File: config.mk
export PLATFORM = sky130hd
export DESIGN_NAME = radial_brighten_vignette_core
export DESIGN_NICKNAME = d
export VERILOG_FILES = /design/src/rtl/rbv_pkg.sv /design/src/rtl/rbv_bound.sv /design/src/rtl/rbv_div_step.sv /design/src/rtl/radial_brighten_vignette_core.sv
export VERILOG_INCLUDE_DIRS = /design/src /design/src/rtl
export SDC_FILE = /design/constraint.sdc
export NUM_CORES = 2
export LEC_CHECK = 0
export ABC_AREA = 1
export BUFFER_PORTS_ARGS = -buffer_cell sky130_fd_sc_hd__buf_2
export CAP_MARGIN = 25
export CORE_MARGIN = 3
export CORE_UTILIZATION = 60
export CTS_BUF_LIST = sky130_fd_sc_hd__clkbuf_8
export CTS_CLUSTER_DIAMETER = 80
export CTS_CLUSTER_SIZE = 25
export DETAILED_ROUTE_END_ITERATION = 6
export PLACE_DENSITY = 0.79
export REMOVE_ABC_BUFFERS = 1
export SLEW_MARGIN = 20
export SYNTH_ARGS = -nofsm -noshare
export SYNTH_HDL_FRONTEND = slang
export SYNTH_SLANG_ARGS = --single-unit
File: constraint.sdc
create_clock -name aclk -period 9 [get_ports aclk]
set_input_delay 0.9 -clock aclk [delete_from_list [all_inputs] [get_ports aclk]]
set_output_delay 0.9 -clock aclk [all_outputs]
set_load 0.02 [all_outputs]
File: src/rtl/radial_brighten_vignette_core_assert.svh
// Assertion helpers for the core RTL file.
`ifndef RADIAL_BRIGHTEN_VIGNETTE_CORE_ASSERT_SVH
`define RADIAL_BRIGHTEN_VIGNETTE_CORE_ASSERT_SVH

// Same-cycle implication, off while reset is held.
`define RBV_ASSERT_IMPLY(label, clk, rstn, pre, post) \
    label: assert property (@(posedge clk) disable iff (!(rstn)) (pre) |-> (post)) \
        else $error("implication check failed");

// Next-cycle implication, off while reset is held.
`define RBV_ASSERT_NEXT(label, clk, rstn, pre, post) \
    label: assert property (@(posedge clk) disable iff (!(rstn)) (pre) |=> (post)) \
        else $error("next-cycle check failed");

`endif

File: src/rtl/rbv_pkg.sv
`default_nettype none

package rbv_pkg;

    // Register map
    localparam int IDX_W = 3;
    localparam int CFG_W = 16;

    typedef enum logic [IDX_W-1:0] {
        REG_CENTER_X   = 3'd0,
        REG_CENTER_Y   = 3'd1,
        REG_LEVEL_Q16  = 3'd2,
        REG_IMAGE_ROWS = 3'd3,
        REG_IMAGE_COLS = 3'd4
    } cfg_reg_t;

    // Field widths
    localparam int COORD_W = 12;
    localparam int CENTER_W = 14;
    localparam int LEVEL_W = 16;
    localparam int DIMREG_W = 13;
    localparam int CHAN_W = 8;

    // Arithmetic widths
    localparam int DX_W = CENTER_W + 1;
    localparam int SQ_W = 28;
    localparam int RA_W = SQ_W + 1;
    localparam int FRAC_W = 16;
    localparam int X_W = RA_W + FRAC_W;
    localparam int OLV_W = FRAC_W + 1;
    localparam int QUO_W = 8;

    // Constants
    localparam int MAX_DIM_DEF = 4096;
    localparam logic [LEVEL_W-1:0] LEVEL_MAX_Q16 = 16'd58982;
    localparam logic [OLV_W-1:0] ONE_Q16 = 17'd65536;
    localparam logic [CHAN_W-1:0] CHAN_MAX = 8'd255;

    // Width of the Q.16 radius bound for a given dimension limit
    function automatic int bound_width(input int max_dim);
        int dim_w;
        dim_w = $clog2(max_dim + 1);
        return (2 * dim_w - 2) + 1 + OLV_W;
    endfunction

    typedef struct packed {
        logic [CHAN_W-1:0] blue;
        logic [CHAN_W-1:0] green;
        logic [CHAN_W-1:0] red;
    } pix_t;

    // zero: no boost; full: boost saturates at 255
    typedef struct packed {
        logic zero;
        logic full;
    } flag_t;

endpackage

`default_nettype wire

File: src/rtl/rbv_bound.sv
`default_nettype none

module rbv_bound #(
    parameter int MAX_DIM = rbv_pkg::MAX_DIM_DEF,
    parameter int BOUND_W = rbv_pkg::bound_width(MAX_DIM)
) (
    input  wire logic                              aclk,
    input  wire logic                              aresetn,
    input  wire logic                              cfg_we,
    input  wire logic [rbv_pkg::IDX_W-1:0]         cfg_index,
    input  wire logic [rbv_pkg::CFG_W-1:0]         cfg_data,
    output logic      [rbv_pkg::CENTER_W-1:0]      center_x,
    output logic      [rbv_pkg::CENTER_W-1:0]      center_y,
    output logic      [BOUND_W-1:0]                bound
);

    localparam int DIM_W = $clog2(MAX_DIM + 1);
    localparam int HALF_W = 2 * DIM_W - 2;
    localparam int BASE_W = HALF_W + 1;
    localparam int PROD_W = 2 * DIM_W;
    localparam int CMP_W = rbv_pkg::DIMREG_W + 1;

    logic [rbv_pkg::CENTER_W-1:0] cx_reg;
    logic [rbv_pkg::CENTER_W-1:0] cy_reg;
    logic [rbv_pkg::LEVEL_W-1:0]  level_reg;
    logic [rbv_pkg::DIMREG_W-1:0] rows_reg;
    logic [rbv_pkg::DIMREG_W-1:0] cols_reg;

    logic [HALF_W-1:0]            hr_reg;
    logic [HALF_W-1:0]            hc_reg;
    logic [rbv_pkg::OLV_W-1:0]    olv_reg;
    logic [BASE_W-1:0]            base_reg;
    logic [rbv_pkg::OLV_W-1:0]    olv2_reg;
    logic [BOUND_W-1:0]           bound_reg;

    logic [HALF_W-1:0]            hr_next;
    logic [HALF_W-1:0]            hc_next;
    logic [rbv_pkg::OLV_W-1:0]    olv_next;
    logic [rbv_pkg::LEVEL_W-1:0]  lv_clamped;

    // (n/2)*n/2 with n limited to MAX_DIM
    function automatic logic [HALF_W-1:0] half_term(input logic [rbv_pkg::DIMREG_W-1:0] n);
        logic [DIM_W-1:0]  n_eff;
        logic [PROD_W-1:0] prod;
        if ({1'b0, n} > CMP_W'(MAX_DIM)) begin
            n_eff = DIM_W'(MAX_DIM);
        end else begin
            n_eff = DIM_W'(n);
        end
        prod = PROD_W'(n_eff >> 1) * PROD_W'(n_eff);
        return prod[HALF_W:1];
    endfunction

    // Register writes
    always_ff @(posedge aclk) begin
        if (!aresetn) begin
            cx_reg    <= '0;
            cy_reg    <= '0;
            level_reg <= '0;
            rows_reg  <= rbv_pkg::DIMREG_W'(1);
            cols_reg  <= rbv_pkg::DIMREG_W'(1);
        end else if (cfg_we) begin
            unique case (rbv_pkg::cfg_reg_t'(cfg_index))
                rbv_pkg::REG_CENTER_X:   cx_reg    <= cfg_data[rbv_pkg::CENTER_W-1:0];
                rbv_pkg::REG_CENTER_Y:   cy_reg    <= cfg_data[rbv_pkg::CENTER_W-1:0];
                rbv_pkg::REG_LEVEL_Q16:  level_reg <= cfg_data[rbv_pkg::LEVEL_W-1:0];
                rbv_pkg::REG_IMAGE_ROWS: rows_reg  <= cfg_data[rbv_pkg::DIMREG_W-1:0];
                rbv_pkg::REG_IMAGE_COLS: cols_reg  <= cfg_data[rbv_pkg::DIMREG_W-1:0];
                default: ;
            endcase
        end
    end

    // Half terms and clamped level complement
    always_comb begin
        hr_next = half_term(rows_reg);
        hc_next = half_term(cols_reg);
        lv_clamped = (level_reg > rbv_pkg::LEVEL_MAX_Q16) ? rbv_pkg::LEVEL_MAX_Q16 : level_reg;
        olv_next = rbv_pkg::ONE_Q16 - {1'b0, lv_clamped};
    end

    // Register the half terms and level complement, then their sum, then the bound
    always_ff @(posedge aclk) begin
        if (!aresetn) begin
            hr_reg    <= '0;
            hc_reg    <= '0;
            olv_reg   <= rbv_pkg::ONE_Q16;
            base_reg  <= '0;
            olv2_reg  <= rbv_pkg::ONE_Q16;
            bound_reg <= '0;
        end else begin
            hr_reg    <= hr_next;
            hc_reg    <= hc_next;
            olv_reg   <= olv_next;
            base_reg  <= BASE_W'(hr_reg) + BASE_W'(hc_reg);
            olv2_reg  <= olv_reg;
            bound_reg <= BOUND_W'(olv2_reg) * BOUND_W'(base_reg);
        end
    end

    assign center_x = cx_reg;
    assign center_y = cy_reg;
    assign bound = bound_reg;

endmodule

`default_nettype wire

File: src/rtl/rbv_div_step.sv
`default_nettype none

module rbv_div_step #(
    parameter int BOUND_W = rbv_pkg::bound_width(rbv_pkg::MAX_DIM_DEF),
    parameter int K = 0
) (
    input  wire logic                                  aclk,
    input  wire logic                                  load,
    input  wire logic [BOUND_W+rbv_pkg::QUO_W-1:0]     rem_in,
    input  wire logic [rbv_pkg::QUO_W-1:0]             quo_in,
    input  wire rbv_pkg::flag_t                        flag_in,
    input  wire rbv_pkg::pix_t                         pix_in,
    input  wire logic [BOUND_W-1:0]                    bound,
    output logic      [BOUND_W+rbv_pkg::QUO_W-1:0]     rem_out,
    output logic      [rbv_pkg::QUO_W-1:0]             quo_out,
    output rbv_pkg::flag_t                             flag_out,
    output rbv_pkg::pix_t                              pix_out
);

    localparam int DIV_W = BOUND_W + rbv_pkg::QUO_W;

    logic [DIV_W-1:0]          rem_reg;
    logic [rbv_pkg::QUO_W-1:0] quo_reg;
    rbv_pkg::flag_t            flag_reg;
    rbv_pkg::pix_t             pix_reg;

    logic [DIV_W-1:0]          rem_next;
    logic [rbv_pkg::QUO_W-1:0] quo_next;
    logic [DIV_W-1:0]          sub_val;
    logic                      fits;

    // One restoring step: try bound << K against the remainder
    always_comb begin
        sub_val = DIV_W'(bound) << K;
        fits = (rem_in >= sub_val);
        rem_next = fits ? (rem_in - sub_val) : rem_in;
        quo_next = quo_in;
        quo_next[K] = fits;
    end

    always_ff @(posedge aclk) begin
        if (load) begin
            rem_reg  <= rem_next;
            quo_reg  <= quo_next;
            flag_reg <= flag_in;
            pix_reg  <= pix_in;
        end
    end

    assign rem_out = rem_reg;
    assign quo_out = quo_reg;
    assign flag_out = flag_reg;
    assign pix_out = pix_reg;

endmodule

`default_nettype wire

File: src/rtl/radial_brighten_vignette_core.sv
// Radial brighten core: adds a feathered white edge to a BGR pixel stream.
// s_ channel: one pixel per transfer with its row and column; m_ channel: the
// brightened pixel, one result per input, in input order.
// Throughput is one pixel per clock while m_tready does not stall the output.
// The pipeline runs from the input transfer to m_tvalid through distance,
// squares, bound compare, numerator, an 8-stage restoring divider for the
// boost, and the saturating add in the output register.
// Configuration goes through cfg_we / cfg_index / cfg_data. The user must write
// it only while the stream is idle (not enforced); the bound then settles.
// Reset (aresetn low, synchronous) empties the pipeline and loads the register
// defaults: center 0, level 0, rows 1, cols 1, bound 0.
// Each stage has its own valid bit and advances when the next one is free, so
// a stall on m_tready fills the empty stages first and only then drops
// s_tready; nothing is lost or repeated.
`default_nettype none

module radial_brighten_vignette_core #(
    parameter int MAX_DIM = rbv_pkg::MAX_DIM_DEF
) (
    input  wire logic                          aclk,
    input  wire logic                          aresetn,
    // Configuration
    input  wire logic                          cfg_we,
    input  wire logic [rbv_pkg::IDX_W-1:0]     cfg_index,
    input  wire logic [rbv_pkg::CFG_W-1:0]     cfg_data,
    // Pixel input
    input  wire logic                          s_tvalid,
    output logic                               s_tready,
    // pixel_row[11:0], pixel_col[23:12], blue_in[31:24], green_in[39:32], red_in[47:40]
    input  wire logic [47:0]                   s_tdata,
    // Pixel output
    output logic                               m_tvalid,
    input  wire logic                          m_tready,
    // blue_out[7:0], green_out[15:8], red_out[23:16]
    output logic      [23:0]                   m_tdata
);

    `include "radial_brighten_vignette_core_assert.svh"

    localparam int BOUND_W = rbv_pkg::bound_width(MAX_DIM);
    localparam int DIV_W = BOUND_W + rbv_pkg::QUO_W;
    localparam int CW = (BOUND_W + 1 > rbv_pkg::X_W) ? BOUND_W + 1 : rbv_pkg::X_W;
    localparam int NST = 13;
    localparam int DIV_FIRST = 4;
    localparam int LAST = NST - 1;

    logic [rbv_pkg::CENTER_W-1:0] center_x;
    logic [rbv_pkg::CENTER_W-1:0] center_y;
    logic [BOUND_W-1:0]           bound;

    logic [NST-1:0] v_reg;
    logic [NST-1:0] v_next;
    logic [NST-1:0] en;

    // Input fields
    logic [rbv_pkg::COORD_W-1:0] pixel_row;
    logic [rbv_pkg::COORD_W-1:0] pixel_col;
    rbv_pkg::pix_t               pix_in;

    // Stage 0: offsets
    logic signed [rbv_pkg::DX_W-1:0] dx_reg;
    logic signed [rbv_pkg::DX_W-1:0] dy_reg;
    logic signed [rbv_pkg::DX_W-1:0] dx_next;
    logic signed [rbv_pkg::DX_W-1:0] dy_next;
    rbv_pkg::pix_t                   pix0_reg;

    // Stage 1: squares
    logic signed [2*rbv_pkg::DX_W-1:0] sqx_full;
    logic signed [2*rbv_pkg::DX_W-1:0] sqy_full;
    logic [rbv_pkg::SQ_W-1:0]          sqx_reg;
    logic [rbv_pkg::SQ_W-1:0]          sqy_reg;
    rbv_pkg::pix_t                     pix1_reg;

    // Stage 2: compare against bound
    logic [rbv_pkg::RA_W-1:0] ra;
    logic [CW-1:0]            x_val;
    logic [CW-1:0]            b_ext;
    logic [CW-1:0]            x_diff;
    logic [BOUND_W-1:0]       d_reg;
    rbv_pkg::flag_t           flg2_reg;
    rbv_pkg::flag_t           flg2_next;
    rbv_pkg::pix_t            pix2_reg;

    // Stage 3: numerator 255 * d
    logic [DIV_W-1:0]         num_reg;
    rbv_pkg::flag_t           flg3_reg;
    rbv_pkg::pix_t            pix3_reg;

    // Divider chain
    logic [DIV_W-1:0]          rem_w  [0:rbv_pkg::QUO_W];
    logic [rbv_pkg::QUO_W-1:0] quo_w  [0:rbv_pkg::QUO_W];
    rbv_pkg::flag_t            flg_w  [0:rbv_pkg::QUO_W];
    rbv_pkg::pix_t             pix_w  [0:rbv_pkg::QUO_W];

    // Output stage
    logic [rbv_pkg::CHAN_W-1:0] boost;
    logic [rbv_pkg::CHAN_W:0]   sum_b;
    logic [rbv_pkg::CHAN_W:0]   sum_g;
    logic [rbv_pkg::CHAN_W:0]   sum_r;
    rbv_pkg::pix_t              out_next;
    rbv_pkg::pix_t              out_reg;

    rbv_bound #(
        .MAX_DIM (MAX_DIM),
        .BOUND_W (BOUND_W)
    ) u_bound (
        .aclk      (aclk),
        .aresetn   (aresetn),
        .cfg_we    (cfg_we),
        .cfg_index (cfg_index),
        .cfg_data  (cfg_data),
        .center_x  (center_x),
        .center_y  (center_y),
        .bound     (bound)
    );

    // Stage enables: a stage loads when empty or when its successor loads
    assign en[LAST] = !v_reg[LAST] || m_tready;
    for (genvar i = 0; i < LAST; i++) begin : g_en
        assign en[i] = !v_reg[i] || en[i+1];
    end

    assign v_next = {v_reg[NST-2:0], s_tvalid};

    always_ff @(posedge aclk) begin
        if (!aresetn) begin
            v_reg <= '0;
        end else begin
            for (int i = 0; i < NST; i++) begin
                if (en[i]) begin
                    v_reg[i] <= v_next[i];
                end
            end
        end
    end

    // Unpack input
    assign pixel_row = s_tdata[11:0];
    assign pixel_col = s_tdata[23:12];
    assign pix_in.blue = s_tdata[31:24];
    assign pix_in.green = s_tdata[39:32];
    assign pix_in.red = s_tdata[47:40];

    // Stage 0: signed offsets from the center
    always_comb begin
        dx_next = $signed({center_x[rbv_pkg::CENTER_W-1], center_x})
                - $signed({3'b000, pixel_col});
        dy_next = $signed({center_y[rbv_pkg::CENTER_W-1], center_y})
                - $signed({3'b000, pixel_row});
    end

    always_ff @(posedge aclk) begin
        if (en[0]) begin
            dx_reg   <= dx_next;
            dy_reg   <= dy_next;
            pix0_reg <= pix_in;
        end
    end

    // Stage 1: squares
    assign sqx_full = dx_reg * dx_reg;
    assign sqy_full = dy_reg * dy_reg;

    always_ff @(posedge aclk) begin
        if (en[1]) begin
            sqx_reg  <= sqx_full[rbv_pkg::SQ_W-1:0];
            sqy_reg  <= sqy_full[rbv_pkg::SQ_W-1:0];
            pix1_reg <= pix0_reg;
        end
    end

    // Stage 2: ra in Q.16 against bound and twice bound
    always_comb begin
        ra = rbv_pkg::RA_W'(sqx_reg) + rbv_pkg::RA_W'(sqy_reg);
        x_val = CW'({ra, {rbv_pkg::FRAC_W{1'b0}}});
        b_ext = CW'(bound);
        flg2_next.zero = (x_val <= b_ext);
        flg2_next.full = (x_val >= (b_ext << 1));
        x_diff = x_val - b_ext;
    end

    always_ff @(posedge aclk) begin
        if (en[2]) begin
            d_reg    <= x_diff[BOUND_W-1:0];
            flg2_reg <= flg2_next;
            pix2_reg <= pix1_reg;
        end
    end

    // Stage 3: numerator
    always_ff @(posedge aclk) begin
        if (en[3]) begin
            num_reg  <= (DIV_W'(d_reg) << rbv_pkg::QUO_W) - DIV_W'(d_reg);
            flg3_reg <= flg2_reg;
            pix3_reg <= pix2_reg;
        end
    end

    // Divider: one quotient bit per stage, most significant first
    assign rem_w[0] = num_reg;
    assign quo_w[0] = '0;
    assign flg_w[0] = flg3_reg;
    assign pix_w[0] = pix3_reg;

    for (genvar j = 0; j < rbv_pkg::QUO_W; j++) begin : g_div
        rbv_div_step #(
            .BOUND_W (BOUND_W),
            .K       (rbv_pkg::QUO_W - 1 - j)
        ) u_step (
            .aclk     (aclk),
            .load     (en[DIV_FIRST + j]),
            .rem_in   (rem_w[j]),
            .quo_in   (quo_w[j]),
            .flag_in  (flg_w[j]),
            .pix_in   (pix_w[j]),
            .bound    (bound),
            .rem_out  (rem_w[j+1]),
            .quo_out  (quo_w[j+1]),
            .flag_out (flg_w[j+1]),
            .pix_out  (pix_w[j+1])
        );
    end

    // Output stage: pick the boost and saturate each channel
    always_comb begin
        if (flg_w[rbv_pkg::QUO_W].zero) begin
            boost = '0;
        end else if (flg_w[rbv_pkg::QUO_W].full) begin
            boost = rbv_pkg::CHAN_MAX;
        end else begin
            boost = quo_w[rbv_pkg::QUO_W];
        end
        sum_b = {1'b0, pix_w[rbv_pkg::QUO_W].blue} + {1'b0, boost};
        sum_g = {1'b0, pix_w[rbv_pkg::QUO_W].green} + {1'b0, boost};
        sum_r = {1'b0, pix_w[rbv_pkg::QUO_W].red} + {1'b0, boost};
        out_next.blue = sum_b[rbv_pkg::CHAN_W] ? rbv_pkg::CHAN_MAX : sum_b[rbv_pkg::CHAN_W-1:0];
        out_next.green = sum_g[rbv_pkg::CHAN_W] ? rbv_pkg::CHAN_MAX : sum_g[rbv_pkg::CHAN_W-1:0];
        out_next.red = sum_r[rbv_pkg::CHAN_W] ? rbv_pkg::CHAN_MAX : sum_r[rbv_pkg::CHAN_W-1:0];
    end

    always_ff @(posedge aclk) begin
        if (en[LAST]) begin
            out_reg <= out_next;
        end
    end

    assign s_tready = en[0];
    assign m_tvalid = v_reg[LAST];
    assign m_tdata = {out_reg.red, out_reg.green, out_reg.blue};

    // An accepted transfer lands in the first stage
    `RBV_ASSERT_NEXT(a_accept_lands, aclk, aresetn, s_tvalid && s_tready, v_reg[0])
    // Stage 1 never loads while stage 0 holds, so no item is copied twice
    `RBV_ASSERT_IMPLY(a_enable_chain, aclk, aresetn, en[1], en[0])
    // Between bound and twice bound the quotient stays below 255
    `RBV_ASSERT_IMPLY(a_quotient_range, aclk, aresetn,
        v_reg[LAST-1] && !flg_w[rbv_pkg::QUO_W].zero && !flg_w[rbv_pkg::QUO_W].full,
        quo_w[rbv_pkg::QUO_W] != rbv_pkg::CHAN_MAX)

endmodule

`default_nettype wire

==> flow_metrics.tcl <==
set metrics [dict create \
    grt_start_max_net_pins 102 \
    wl_per_cell_um 20.39 \
    grt.overflow.total 0 \
    drtIter0Drc 8329 \
    post_cts_buffers 0 \
    synth_edf_count 894 \
    async_reset_ff_share_pct 0 \
    initial_core_util_pct 60.80 \
    required_ps 9660 \
    setup_viol 0 \
    route.detailed.drc 0 \
    regArea_mm2 0.03149 \
    critPathKind "reg -> reg" \
    hold_class "in -> reg" \
    multi_input_area_mm2 0.06787 \
    clkTransAtPathRegs_ps 130 \
    yosys_warnings 0 \
    core_mm2 0.1819 \
    wl_mm 341.7 \
    die_h_um 435.3 \
    grtUsageTotal_pct 35.61 \
    antenna_found_initial 17 \
    rsz0062_at_grt "false" \
    fin_nets 16120 \
    fill_cells 16370 \
    synth-seq-cells 1126 \
    ant_nets 0 \
    cts_buffers 78 \
    final.min_clock_period_ps 6823 \
    syn_avg_cell_area_um2 7.800 \
    syn_inst 14180 \
    clkSinkCount 1126 \
    worst-slew-pin-transition_ps 1099 \
    cts_tree "done" \
    rows 156 \
    num_vias 94220 \
    ctsHoldBuffers 0 \
    vias_per_cell 5.622 \
    status "completed" \
    yosysSeqAreaShare_pct 28.47 \
    synth.cell_area_mm2 0.1106 \
    die_area_mm2 0.1895 \
    drive_above_1_share_pct 3.221 \
    cts_resized 0 \
    grt_pass1_wl_mm 519.8 \
    worstPathArrival_ps 7480 \
    fmax_mhz 146.6 \
    io_buffers 97 \
    crit_fanout 19 \
    clock-root-buffer "clkbuf_8" \
    fin_skew_ps 106.4 \
    finalHoldViolations 0 \
    yosys.area.top_type "edfxtp_1" \
    largest_register_ffs 350 \
    startpoint_type "register" \
    yosys.area.top_type_share_pct 24.27 \
    synthDistinctLibCells 60 \
    cap_violations 0 \
    dieWidth_um 435.3 \
    fin_crit_sh_pct 75.81 \
    h-tree-depth 3 \
    io_pins 98 \
    cts_buffer_depth 3 \
    synth_ff_type "edfxtp_1" \
    clk_latency_ps 970 \
    grt_pass1_vias 92300 \
    hold_slack_ps 159.5 \
    first_pass_iters 6 \
    synth.area.top_cells "edfxtp_1 24%, fa_1 16%, nand2_1 13%" \
    maxSlewViolCount 0 \
    hpwlAfterDp_mm 275.9 \
    cp-end-kind "register" \
    routabilityCongestion 1.043 \
    syn2layout_area_growth_pct 4.757 \
    maxSlewHeadroom_pct 26.61 \
]
[synthesized netlist by cell type, drive strengths merged (4+ instances only)]
cell type and number:
nand2 3729, inv 2718, nor2 1276, ha 913
fa 911, a21oi 898, edfxtp 894, o21ai 660
nand3 582, xor2 247, dfxtp 232, nand4 220
clkbuf 187, xnor2 156, nor3 112, o21bai 88
a21o 66, buf 65, nand3b 34, o21a 31
nor4 30, a31oi 29, or2 20, a21boi 16
o211ai 14, a211oi 9, and3 8, clkinv 8
nor2b 4
[cell type report]
cell class	instances	area share, %
flip-flops and latches	1126	27.18
diodes	28	0.06048
repair buffers	187	1.077
clock buffers	80	0.9503
well taps	2449	2.645
inverters	2726	8.838
multi-input cells	10110	58.58
clock inverters	57	0.6749
[per-layer routing]
| metal | wire length, µm | GRT usage, % |
|---|---|---|
| met1 | 125800 | 41.78 |
| met3 | 26130 | 5.841 |
| met5 | 227 | 0 |
| met2 | 161900 | 59.79 |
| met4 | 27670 | 24.85 |
[critical path, cell delays in order (launching register included)]
cell	delay [ps]
edfxtp_1	830
clkinv_1	560
or2_2	450
fa_1	530
inv_1	50
fa_1	520
inv_1	50
fa_1	500
fa_1	550
inv_1	50
fa_1	500
fa_1	490
ha_1	380
nand2_1	70
inv_1	90
nand2_1	110
nor3_1	220
nand4_1	120
nand3_1	170
nand2_1	80
nand2_1	80
nand3_1	80
nand2_1	70
inv_1	30
[logic make-up after synthesis]
| group | count (synthesis) | share of synthesized area (%) |
|---|---|---|
| AO/OA/AOI/OAI | 1825 | 8.961 |
| XOR/XNOR | 403 | 3.191 |
| adder cells (fa/ha/maj) | 1824 | 26.82 |
| buffers and inverters | 2978 | 10.33 |
| flip-flops | 1126 | 28.47 |
| other | 2 | 0.006790 |
| AND/OR/NAND/NOR | 6021 | 22.22 |
[metrics by stage]
stage / setup slack (ps) / setup TNS (ps) / area (µm²) / utilization [%] / instances
floorplan: -709.3 / -75860 / 109500 / - / 13960
global placement: 2199 / 0 / 113800 / 62.56 / 16590
detailed placement: 2185 / 0 / 113800 / 62.56 / 16590
CTS: 2184 / 0 / 115700 / 63.59 / 16730
global route: 1794 / 0 / 115800 / 63.66 / 16740
finish: 2177 / 0 / 115900 / 63.69 / 16760
[worst paths after layout]
kind	cells after the start	endpoint	startpoint	slack, ps
setup / recovery	23	sqy_reg[27]	dy_reg[14]	2180
hold / removal	1	pix0_reg[2]	s_tdata[42]	160
setup reg to reg	23	sqy_reg[27]	dy_reg[14]	2180
hold reg to reg	0	pix1_reg[1]	pix0_reg[1]	400
[cells in the final DEF (no fill, tap or decap), types with 232 or more instances in the layout]
cell	count
a21oi_1	880
dfxtp_1	232
edfxtp_1	894
fa_1	911
ha_1	913
inv_1	2704
nand2_1	3696
nand3_1	576
nor2_1	1256
o21ai_0	578
xor2_1	247
Power is not shown: default switching activity piles up to over one toggle a cycle in this logic, so the estimate is an artifact.
